**src/sv/emd_pkg.sv**
```systemverilog
// ----------------------------------------------------------------------------
// emd_pkg
// Shared types and constants for the encoder-movement to MIDI translator.
// ----------------------------------------------------------------------------
package emd_pkg;

  // MIDI status codes, channel ORed into the low nibble
  localparam logic [7:0] ST_NOTE_OFF = 8'h80;
  localparam logic [7:0] ST_NOTE_ON  = 8'h90;
  localparam logic [7:0] ST_CONTROL  = 8'hB0;

  localparam logic [6:0] REL_UP     = 7'd65;
  localparam logic [6:0] REL_DOWN   = 7'd63;
  localparam logic [6:0] POS_MAX    = 7'd127;
  localparam logic [6:0] POS_MIN    = 7'd0;
  localparam logic [6:0] NOTE_VEL   = 7'd100;
  localparam logic [6:0] NOTE_LIMIT = 7'd63;
  localparam logic [6:0] POS_RESET  = 7'd64;
  localparam logic [6:0] VEL_ZERO   = 7'd0;

  // configuration register indexes (word address)
  localparam logic [1:0] REG_CHANNEL  = 2'd0;
  localparam logic [1:0] REG_RELATIVE = 2'd1;
  localparam logic [1:0] REG_NOTE     = 2'd2;
  localparam logic [1:0] REG_NUMBERS  = 2'd3;

  // output message queue
  localparam int MSG_DEPTH = 4;
  localparam int MSG_AW    = 2;
  localparam int MSG_CW    = 3;

  typedef struct packed {
    logic [7:0] status_byte;
    logic [6:0] data_one;
    logic [6:0] data_two;
    logic       last;
  } msg_t;

  typedef struct packed {
    logic       held;
    logic [6:0] pos;
  } enc_state_t;

endpackage

```
**src/sv/encoder_delta_to_midi.sv**
```systemverilog
// ----------------------------------------------------------------------------
// encoder_delta_to_midi
// Each request names an encoder and a signed detent count and turns into zero,
// one or two MIDI messages on the out_ channel, the final one flagged by
// out_last. A request is accepted every cycle while the message queue has room
// for two messages; the per-encoder state is read on acceptance and written
// back as the request leaves stage 1, with forwarding so back-to-back requests
// on the same encoder see the updated position. The sustained rate is set by
// the output port at one message per cycle while out_ready is high; a relative
// note gives two messages (note-on and note-off), other requests one or none.
// A request passes the stage 1 register and then the message queue before its
// first message appears on the out_ channel. State needs no clearing pass
// after reset. Configuration is written through the APB-style port.
// ----------------------------------------------------------------------------
module encoder_delta_to_midi #(
  parameter int ENCODERS = 4
) (
  input  logic              clk,
  input  logic              rst_n,
  // request channel
  input  logic              in_valid,
  output logic              in_ready,
  input  logic [1:0]        in_encoder,
  input  logic signed [7:0] in_delta,
  // message channel
  output logic              out_valid,
  input  logic              out_ready,
  output logic [7:0]        out_status_byte,
  output logic [6:0]        out_data_one,
  output logic [6:0]        out_data_two,
  output logic              out_last,
  // configuration
  input  logic              psel,
  input  logic              penable,
  input  logic              pwrite,
  input  logic [3:0]        paddr,
  input  logic [31:0]       pwdata,
  output logic [31:0]       prdata,
  output logic              pready
);

  localparam int IW = (ENCODERS > 1) ? $clog2(ENCODERS) : 1;

  // configuration registers
  logic [3:0]  chan_r;
  logic [3:0]  rel_mask_r;
  logic [3:0]  note_mask_r;
  logic [27:0] enc_numbers_r;

  assign pready = 1'b1;

  always_ff @(posedge clk) begin
    if (!rst_n) begin
      chan_r        <= '0;
      rel_mask_r    <= '0;
      note_mask_r   <= '0;
      enc_numbers_r <= '0;
    end else if (psel && penable && pwrite) begin
      case (paddr[3:2])
        emd_pkg::REG_CHANNEL:  chan_r        <= pwdata[3:0];
        emd_pkg::REG_RELATIVE: rel_mask_r    <= pwdata[3:0];
        emd_pkg::REG_NOTE:     note_mask_r   <= pwdata[3:0];
        emd_pkg::REG_NUMBERS:  enc_numbers_r <= pwdata[27:0];
        default: ;
      endcase
    end
  end

  always_comb begin
    case (paddr[3:2])
      emd_pkg::REG_CHANNEL:  prdata = {28'd0, chan_r};
      emd_pkg::REG_RELATIVE: prdata = {28'd0, rel_mask_r};
      emd_pkg::REG_NOTE:     prdata = {28'd0, note_mask_r};
      emd_pkg::REG_NUMBERS:  prdata = {4'd0, enc_numbers_r};
      default:               prdata = '0;
    endcase
  end

  // stage 1: request waiting on its state read
  logic              s1_valid_r;
  logic [1:0]        s1_enc_r;
  logic signed [7:0] s1_delta_r;
  logic              s1_fire;
  logic              in_acc;
  logic              in_enc_ok;
  logic              fifo_room;

  assign s1_fire   = s1_valid_r && fifo_room;
  assign in_ready  = !s1_valid_r || s1_fire;
  assign in_acc    = in_valid && in_ready;
  assign in_enc_ok = ({2'b00, in_encoder} < 4'(ENCODERS));

  always_ff @(posedge clk) begin
    if (!rst_n) begin
      s1_valid_r <= 1'b0;
    end else if (in_ready) begin
      s1_valid_r <= in_valid;
    end
  end

  always_ff @(posedge clk) begin
    if (in_acc) begin
      s1_enc_r   <= in_encoder;
      s1_delta_r <= in_delta;
    end
  end

  // state store
  emd_pkg::enc_state_t cur_st;
  emd_pkg::enc_state_t wr_st;
  logic                wr_en;
  logic [IW-1:0]       s1_idx;

  assign s1_idx = IW'({1'b0, s1_enc_r});

  emd_state_mem #(
    .ENCODERS (ENCODERS),
    .IW       (IW)
  ) u_state (
    .clk       (clk),
    .rst_n     (rst_n),
    .rd_en     (in_acc && in_enc_ok),
    .rd_addr   (IW'({1'b0, in_encoder})),
    .rd_data_r (cur_st),
    .wr_en     (wr_en),
    .wr_addr   (s1_idx),
    .wr_data   (wr_st)
  );

  // translate
  logic          s1_active;
  logic          is_note;
  logic          is_rel;
  logic [6:0]    num;
  logic [6:0]    rel_val;
  logic [8:0]    sum;
  logic [6:0]    new_pos;
  logic [7:0]    chan_bits;
  logic          push0;
  logic          push1;
  emd_pkg::msg_t msg0;
  emd_pkg::msg_t msg1;

  assign s1_active = s1_fire && (s1_delta_r != 8'sd0)
                     && ({2'b00, s1_enc_r} < 4'(ENCODERS));
  assign is_note   = note_mask_r[s1_enc_r];
  assign is_rel    = rel_mask_r[s1_enc_r];
  assign num       = enc_numbers_r[7*s1_enc_r +: 7];
  assign rel_val   = s1_delta_r[7] ? emd_pkg::REL_DOWN : emd_pkg::REL_UP;
  assign chan_bits = {4'd0, chan_r};
  assign sum       = {2'b00, cur_st.pos} + {s1_delta_r[7], s1_delta_r};

  // saturate: bit 8 set means negative, bit 7 set means above the top
  always_comb begin
    if (sum[8]) begin
      new_pos = emd_pkg::POS_MIN;
    end else if (sum[7]) begin
      new_pos = emd_pkg::POS_MAX;
    end else begin
      new_pos = sum[6:0];
    end
  end

  always_comb begin
    push0            = 1'b0;
    push1            = 1'b0;
    wr_en            = 1'b0;
    wr_st.pos        = new_pos;
    wr_st.held       = cur_st.held;
    msg0.status_byte = emd_pkg::ST_CONTROL | chan_bits;
    msg0.data_one    = num;
    msg0.data_two    = new_pos;
    msg0.last        = 1'b1;
    msg1.status_byte = emd_pkg::ST_NOTE_OFF | chan_bits;
    msg1.data_one    = num;
    msg1.data_two    = emd_pkg::VEL_ZERO;
    msg1.last        = 1'b1;
    if (s1_active) begin
      if (is_rel) begin
        push0         = 1'b1;
        msg0.data_two = rel_val;
        if (is_note) begin
          push1            = 1'b1;
          msg0.status_byte = emd_pkg::ST_NOTE_ON | chan_bits;
          msg0.last        = 1'b0;
        end
      end else begin
        wr_en = 1'b1;
        if (!is_note) begin
          push0 = 1'b1;
        end else if (new_pos > emd_pkg::NOTE_LIMIT) begin
          if (!cur_st.held) begin
            push0            = 1'b1;
            wr_st.held       = 1'b1;
            msg0.status_byte = emd_pkg::ST_NOTE_ON | chan_bits;
            msg0.data_two    = emd_pkg::NOTE_VEL;
          end
        end else if (cur_st.held) begin
          push0            = 1'b1;
          wr_st.held       = 1'b0;
          msg0.status_byte = emd_pkg::ST_NOTE_OFF | chan_bits;
          msg0.data_two    = emd_pkg::VEL_ZERO;
        end
      end
    end
  end

  emd_pkg::msg_t out_msg;

  emd_msg_fifo u_fifo (
    .clk       (clk),
    .rst_n     (rst_n),
    .push0     (push0),
    .push1     (push1),
    .msg0      (msg0),
    .msg1      (msg1),
    .room      (fifo_room),
    .out_valid (out_valid),
    .out_ready (out_ready),
    .out_msg   (out_msg)
  );

  assign out_status_byte = out_msg.status_byte;
  assign out_data_one    = out_msg.data_one;
  assign out_data_two    = out_msg.data_two;
  assign out_last        = out_msg.last;

  a_held_above_limit: assert property (@(posedge clk) disable iff (!rst_n)
    wr_en && is_note && wr_st.held |-> wr_st.pos > emd_pkg::NOTE_LIMIT)
    else $error("held note stored with position at or below limit");

  a_zero_delta_silent: assert property (@(posedge clk) disable iff (!rst_n)
    s1_fire && (s1_delta_r == 8'sd0) |-> !push0 && !push1 && !wr_en)
    else $error("zero move produced output or state change");

  a_note_off_zero_vel: assert property (@(posedge clk) disable iff (!rst_n)
    out_valid && (out_status_byte[7:4] == emd_pkg::ST_NOTE_OFF[7:4])
    |-> out_data_two == emd_pkg::VEL_ZERO)
    else $error("note-off with nonzero velocity");

  a_pair_order: assert property (@(posedge clk) disable iff (!rst_n)
    push1 |-> push0 && !msg0.last && msg1.last)
    else $error("second message without a leading first message");

endmodule

```
**src/sv/emd_state_mem.sv**
```systemverilog
// ----------------------------------------------------------------------------
// emd_state_mem
// Per-encoder state store: position and held-note flag, registered read,
// write-to-read forwarding, per-entry valid bits standing in for reset.
// ----------------------------------------------------------------------------
module emd_state_mem #(
  parameter int ENCODERS = 4,
  parameter int IW       = 2
) (
  input  logic                clk,
  input  logic                rst_n,
  input  logic                rd_en,
  input  logic [IW-1:0]       rd_addr,
  output emd_pkg::enc_state_t rd_data_r,
  input  logic                wr_en,
  input  logic [IW-1:0]       wr_addr,
  input  emd_pkg::enc_state_t wr_data
);

  emd_pkg::enc_state_t mem_r [ENCODERS];
  logic [ENCODERS-1:0] vld_r;

  always_ff @(posedge clk) begin
    if (wr_en) begin
      mem_r[wr_addr] <= wr_data;
    end
  end

  always_ff @(posedge clk) begin
    if (!rst_n) begin
      vld_r <= '0;
    end else if (wr_en) begin
      vld_r[wr_addr] <= 1'b1;
    end
  end

  // forward a write landing on the same edge as the read
  always_ff @(posedge clk) begin
    if (rd_en) begin
      if (wr_en && (wr_addr == rd_addr)) begin
        rd_data_r <= wr_data;
      end else if (vld_r[rd_addr]) begin
        rd_data_r <= mem_r[rd_addr];
      end else begin
        rd_data_r.held <= 1'b0;
        rd_data_r.pos  <= emd_pkg::POS_RESET;
      end
    end
  end

endmodule

```
**src/sv/emd_msg_fifo.sv**
```systemverilog
// ----------------------------------------------------------------------------
// emd_msg_fifo
// Small message queue: up to two pushes a cycle, one pop toward the port.
// ----------------------------------------------------------------------------
module emd_msg_fifo (
  input  logic          clk,
  input  logic          rst_n,
  input  logic          push0,
  input  logic          push1,
  input  emd_pkg::msg_t msg0,
  input  emd_pkg::msg_t msg1,
  output logic          room,
  output logic          out_valid,
  input  logic          out_ready,
  output emd_pkg::msg_t out_msg
);

  emd_pkg::msg_t                  mem_r [emd_pkg::MSG_DEPTH];
  logic [emd_pkg::MSG_AW-1:0]     wp_r, wp_nxt;
  logic [emd_pkg::MSG_AW-1:0]     rp_r, rp_nxt;
  logic [emd_pkg::MSG_CW-1:0]     cnt_r, cnt_nxt;
  logic [emd_pkg::MSG_CW-1:0]     push_n;
  logic                           pop;

  assign pop       = out_valid && out_ready;
  assign out_valid = (cnt_r != '0);
  assign out_msg   = mem_r[rp_r];
  // keep space for the largest burst of one request
  assign room      = (cnt_r <= emd_pkg::MSG_CW'(emd_pkg::MSG_DEPTH - 2));

  always_comb begin
    push_n  = emd_pkg::MSG_CW'(push0) + emd_pkg::MSG_CW'(push1);
    wp_nxt  = wp_r + emd_pkg::MSG_AW'(push_n);
    rp_nxt  = rp_r + emd_pkg::MSG_AW'(pop);
    cnt_nxt = cnt_r + push_n - emd_pkg::MSG_CW'(pop);
  end

  always_ff @(posedge clk) begin
    if (push0) begin
      mem_r[wp_r] <= msg0;
    end
    if (push1) begin
      mem_r[wp_r + emd_pkg::MSG_AW'(1)] <= msg1;
    end
  end

  always_ff @(posedge clk) begin
    if (!rst_n) begin
      wp_r  <= '0;
      rp_r  <= '0;
      cnt_r <= '0;
    end else begin
      wp_r  <= wp_nxt;
      rp_r  <= rp_nxt;
      cnt_r <= cnt_nxt;
    end
  end

  a_no_overflow: assert property (@(posedge clk) disable iff (!rst_n)
    cnt_r <= emd_pkg::MSG_CW'(emd_pkg::MSG_DEPTH))
    else $error("message queue overflow");

endmodule
```
**config.mk**
```make
export PLATFORM = sky130hd
export DESIGN_NAME = encoder_delta_to_midi
export DESIGN_NICKNAME = d
export VERILOG_FILES = /design/src/sv/emd_pkg.sv /design/src/sv/encoder_delta_to_midi.sv /design/src/sv/emd_state_mem.sv /design/src/sv/emd_msg_fifo.sv
export SDC_FILE = /design/constraint.sdc
export NUM_CORES = 1
export LEC_CHECK = 0
export BUFFER_PORTS_ARGS = -buffer_cell sky130_fd_sc_hd__buf_4
export CORE_ASPECT_RATIO = 1.75
export CORE_MARGIN = 8
export CORE_UTILIZATION = 35
export DETAILED_ROUTE_END_ITERATION = 8
export PLACE_DENSITY = 0.62
export SLEW_MARGIN = 20
export SYNTH_ARGS = -nofsm -noshare
export SYNTH_HDL_FRONTEND = slang
export SYNTH_HIERARCHICAL = 1
export SYNTH_SLANG_ARGS = --single-unit
```
**constraint.sdc**
```tcl
create_clock -name clk -period 10.5 [get_ports clk]
set_input_delay 2.1 -clock clk [delete_from_list [all_inputs] [get_ports clk]]
set_output_delay 2.1 -clock clk [all_outputs]
set_load 0.1 [all_outputs]
```
==> results.json, run 1 <==
{
  "critPathCaptureType": "primary output",
  "period_needed_ns": 5.351,
  "place_area_um2": 11080,
  "layout-drive-gt1-share_pct": 33.61,
  "viasPerCell": 4.880,
  "initial_core_util_pct": 35.37,
  "total_power_w": 0.002296,
  "fmax_ghz": 0.1869,
  "dp_hpwl_mm": 16.11,
  "fin_cells": 1227,
  "stdcell_area_um2": 11690,
  "synth_area_um2": 9823,
  "cts_setup_buffers": 0,
  "dp.cells": 1195,
  "setup_slack_ns": 5.149,
  "routed.top_layer": "met4",
  "synth-main-ff-cell": "edfxtp_1",
  "p_leak_nw": 4.301,
  "place_ws_ns": 5.137,
  "ios": 111,
  "grt_overflow_total": 0,
  "syn_area_per_cell_um2": 13.93,
  "cts_resized": 0,
  "power_density_nw_per_um2": 196.5,
  "grt_max_degree": 53,
  "die_area_um2": 33890,
  "hold_violations": 0,
  "gp_congestion": 0.7748,
  "clk_pin_slew_worst_paths_ns": 0.07,
  "synth.yosys.seq_area_share_pct": 54.01,
  "drtPass1Iterations": 4,
  "hold_path.class": "reg -> reg",
  "cts_buffer_depth": 2,
  "antenna_found_initial": 0,
  "outcome": "finished, final reports clean",
  "crit_type": "in -> out",
  "finalMaxSlewViolations": 0,
  "numCtsBuffers": 17,
  "max_cap_viol_count": 0,
  "grt_pass1_wl_mm": 35.66,
  "fin_crit_sh_pct": 50.96,
  "fin_tns_setup_ns": 0,
  "clock_latency_ns": 0.45,
  "required_ns": 8.40,
  "port_buffers": 99,
  "synthArstFlopShare_pct": 0,
  "drcViolationCount": 0,
  "antennaDiodeCount": 0,
  "setup_viol": 0,
  "wl_met1_mm": 8.831,
  "rows": 81,
  "wl_mm": 22.68,
  "final.setup_skew_ns": 0.009329,
  "clock-root-buffer": "clkbuf_16",
  "nNetsFinal": 911,
  "grtUsageTotal_pct": 13.92,
  "htreeDepth": 4,
  "die_w_um": 142.6,
  "cts_tree": "done",
  "wl_per_cell_um": 18.48,
  "final_cell_mix": "edfxtp_1, buf_4, mux2_2",
  "syn-instance-count": 705,
  "die_h_um": 237.6,
  "vias": 5988,
  "vdd_drop_max_uv": 122.7,
  "r2r_slack_ns": 5.85,
  "yosysWarnings": 6,
  "cp.arrival_ns": 3.25,
  "syn_to_final_growth_pct": 18.95,
  "dr_wl_met2_mm": 12.70,
  "tightestPinTransition_ns": 1.112,
  "grt_pass1_vias": 6252,
  "slew_headroom_pct": 25.64,
  "layout_commonest_cell": "edfxtp_1",
  "crit_fanout": 33,
  "synth-seq-cells": 194,
  "cts.sinks": 194,
  "rsz0062_at_grt": "no",
  "critPathLaunchType": "input pin",
  "drt-initial-drc-count": 333,
  "dr_wl_met3_um": 595,
  "synth_edf_count": 142,
  "core_um2": 27770,
  "netlist-cell-type-count": 64,
  "route.antenna.remaining_nets": 0,
  "ctsHoldBuffers": 0
}
synthesized netlist by cell type, types with 11 or more instances:
cell type / number / area (um2)
mux4_2: 39 / 878.3
dfxtp_1: 52 / 1041
buf_2: 13 / 65.06
clkbuf_1: 15 / 56.30
ha_1: 15 / 187.7
mux2i_1: 11 / 110.1
a21boi_0: 23 / 172.7
a21boi_1: 12 / 90.09
edfxtp_1: 142 / 4264
and3_1: 30 / 187.7
nor2b_1: 17 / 106.4
inv_1: 20 / 75.07
nand2_1: 70 / 262.8
nor2_1: 16 / 60.06
mux2_2: 90 / 1013
cells by family (layout without fill, tap and decap cells):
group | count (synthesis) | in the layout | synth area share (%)
other | 2 | 61 | 0.07645
AO/OA/AOI/OAI | 87 | 87 | 6.942
adder cells (fa/ha/maj) | 17 | 17 | 2.318
flip-flops | 194 | 194 | 54.01
multiplexers | 149 | 149 | 22.33
XOR/XNOR | 9 | 9 | 1.083
buffers and inverters | 68 | 158 | 3.452
AND/OR/NAND/NOR | 179 | 179 | 9.795
path summary, 6_finish.rpt:
check	from	end	cells after the start
setup reg to reg	s1_delta_r[0]	u_fifo/cnt_r[2]	19
setup / recovery	paddr[2]	prdata[1]	3
hold reg to reg	u_state/vld_r[2]	u_state/vld_r[2]	1
hold / removal	u_state/vld_r[2]	u_state/vld_r[2]	1
power by group:
part           switching, W  internal (W)
combinational      0.000470      0.000218
clock              0.000304      0.000366
sequential        0.0000486      0.000889
total              0.000823       0.00147
through the flow:
| step | utilization (%) | hold WS [ns] |
|---|---|---|
| 6_report | 42.08 | 0.4667 |
| 5_1_grt | 42.08 | 0.4759 |
| 4_1_cts | 42.07 | 0.4692 |
| 3_5_place_dp | 39.90 | 0.4511 |
| 3_3_place_gp | 39.90 | 0.4434 |
| 2_1_floorplan | - | 0.4354 |
registers in the layout, indices dropped and copies added (netlist names):
| name | cells |
|---|---|
| u_fifo/mem_r | 92 |
| u_state/mem_r | 32 |
| enc_numbers_r | 28 |
| s1_delta_r | 8 |
| u_state/rd_data_r | 8 |
| chan_r | 4 |
| note_mask_r | 4 |
| rel_mask_r | 4 |
| u_state/vld_r | 4 |
| u_fifo/cnt_r | 3 |
| s1_enc_r | 2 |
| u_fifo/rp_r | 2 |
| u_fifo/wp_r | 2 |
| s1_valid_r | 1 |
layout make-up:
type / instances / area, um2
Clock inverter: 14 / 165.2
Timing Repair Buffer: 104 / 780.7
Sequential cell: 194 / 5306
Tap cell: 373 / 466.7
Fill cell: 2651 / 16080
Clock buffer: 18 / 439.2
Multi-Input combinational cell: 502 / 4444
Inverter: 22 / 82.58
layer usage:
metal / vias to the layer above / GRT usage [%]
met3: 26 / 2.491
met1: 2966 / 14.85
met5: - / 0
met4: 0 / 6.117
met2: 100 / 25.94
li1: 2896 / -
critical path, stage by stage:
cell and delay, ns:
buf_4 0.30, mux4_2 0.59, buf_4 0.26
Power figures use the tool's default switching activity.
==> run 2: changes to the inputs <==
==> constraint.sdc (replaced) <==
create_clock -name clk -period 5.1 [get_ports clk]
set_input_delay 1.02 -clock clk [delete_from_list [all_inputs] [get_ports clk]]
set_output_delay 1.02 -clock clk [all_outputs]
set_load 0.1 [all_outputs]
==> run 2 against run 1 <==
Against the previous run:
- non-clock buffer count up 4
- final area unchanged
- die area unchanged
- global-route usage hardly changed
- largest cell class unchanged
==> results.json, run 2 (synthesized netlist as in run 1, its figures left out) <==
{
  "layout-drive-gt1-share_pct": 33.92,
  "antennaDiodeCount": 0,
  "rows": 81,
  "numCtsBuffers": 17,
  "slew_headroom_pct": 30.85,
  "grt_pass1_vias": 6234,
  "drt-initial-drc-count": 318,
  "cts.sinks": 194,
  "nNetsFinal": 915,
  "die_h_um": 237.6,
  "viasPerCell": 4.851,
  "grtUsageTotal_pct": 13.88,
  "crit_type": "reg -> reg",
  "required_ns": 5.44,
  "fmax_ghz": 0.2234,
  "ctsHoldBuffers": 0,
  "antenna_found_initial": 0,
  "gp_congestion": 0.7760,
  "vdd_drop_max_uv": 242.8,
  "cp.arrival_ns": 4.82,
  "wl_mm": 22.78,
  "top_regs": "u_fifo/mem_r x92, u_state/mem_r x32, enc_numbers_r x28",
  "max_cap_viol_count": 0,
  "vias": 5971,
  "tightestPinTransition_ns": 1.034,
  "cts_resized": 0,
  "cts_buffer_depth": 2,
  "final.setup_skew_ns": 0.01090,
  "layout_commonest_cell": "edfxtp_1",
  "cts_tree": "done",
  "initial_core_util_pct": 35.37,
  "core_um2": 27770,
  "htreeDepth": 4,
  "period_needed_ns": 4.477,
  "num-fill-cells": 2615,
  "rsz0062_at_grt": "no",
  "die_w_um": 142.6,
  "fin_crit_sh_pct": 87.78,
  "finalMaxSlewViolations": 0,
  "grt_overflow_total": 0,
  "die_area_um2": 33890,
  "clk_pin_slew_worst_paths_ns": 0.07,
  "largest_register_ffs": 92,
  "grt_pass1_wl_mm": 35.74,
  "clock-root-buffer": "clkbuf_16",
  "syn_to_final_growth_pct": 18.95,
  "total_power_w": 0.004704,
  "rr_startpoint": "s1_delta_r[0]",
  "p_leak_nw": 4.315,
  "critPathCaptureType": "flop",
  "top_register": "u_fifo/mem_r",
  "drtPass1Iterations": 4,
  "fin_tns_setup_ns": 0,
  "cts_setup_buffers": 0,
  "dp_hpwl_mm": 16.20,
  "multi_input_area_um2": 4424,
  "ios": 111,
  "outcome": "finished, final reports clean",
  "setup_viol": 0,
  "wl_per_cell_um": 18.51,
  "min-delay-start": "u_state/vld_r[3]",
  "clock_latency_ns": 0.45,
  "critPathLaunch": "s1_delta_r[0]",
  "route.antenna.remaining_nets": 0,
  "seq_area_um2": 5306,
  "grt_max_degree": 53,
  "crit_fanout": 7,
  "final_cell_mix": "edfxtp_1, buf_4, mux2_2",
  "port_buffers": 99,
  "hold_violations": 0,
  "drcViolationCount": 0,
  "critPathLaunchType": "flop",
  "hold_path.class": "reg -> reg",
  "power_density_nw_per_um2": 402.6
}
[run 2: area by class of cell]
type / count / share of cell area [%]
sequential: 194 / 45.41
tap: 373 / 3.994
clock inverter: 15 / 1.446
clock buffer: 17 / 3.641
multi-input combinational: 502 / 37.86
inverter: 22 / 0.7067
timing repair buffer: 108 / 6.939
[run 2: power by group]
group,switching [W],internal [W]
Clock,0.000621,0.000738
Sequential,0.000101,0.00183
Combinational,0.000964,0.000451
[run 2: critical path, stage by stage (launching register included)]
cell and delay (ns):
edfxtp_1 0.39, ha_1 0.23, fa_1 0.41, a21oi_1 0.35, o221ai_4 0.20, xor2_1 0.31, a221o_2 0.33, inv_2 0.08
ha_1 0.28, nand2_1 0.05, o21a_1 0.21, ha_1 0.31, inv_1 0.05, ha_1 0.26, inv_1 0.05, ha_1 0.13
inv_1 0.04, fa_1 0.36, xnor3_1 0.17, and2_1 0.16
[run 2: routing by layer]
metal | vias up | global-route usage, % | routed length, um
met5 | - | 0 | 0
met4 | 0 | 5.081 | 422
met3 | 21 | 2.732 | 608
met2 | 93 | 26.84 | 12980
met1 | 2973 | 14.19 | 8769
li1 | 2884 | - | -
[run 2: through the flow]
step                hold WS [ns]  cells  cell area, um2  utilization, %  setup slack [ns]
finish                    0.4633   1231           11690           42.08            0.6234
detailed placement        0.4521   1199           11080           39.92            0.6297
floorplan                 0.4354    764           10040               -            0.3708
CTS                       0.4695   1231           11680           42.06            0.6135
global route              0.4813   1231           11690           42.08            0.3474
global placement          0.4447   1199           11080           39.92            0.6883
[run 2: final timing paths]
path	end	slack [ns]	cells after the start
setup / recovery	u_fifo/cnt_r[2]	0.62	19
hold / removal	u_state/vld_r[3]	0.46	1
hold reg to reg	u_state/vld_r[3]	0.46	1
setup reg to reg	u_fifo/cnt_r[2]	0.62	19
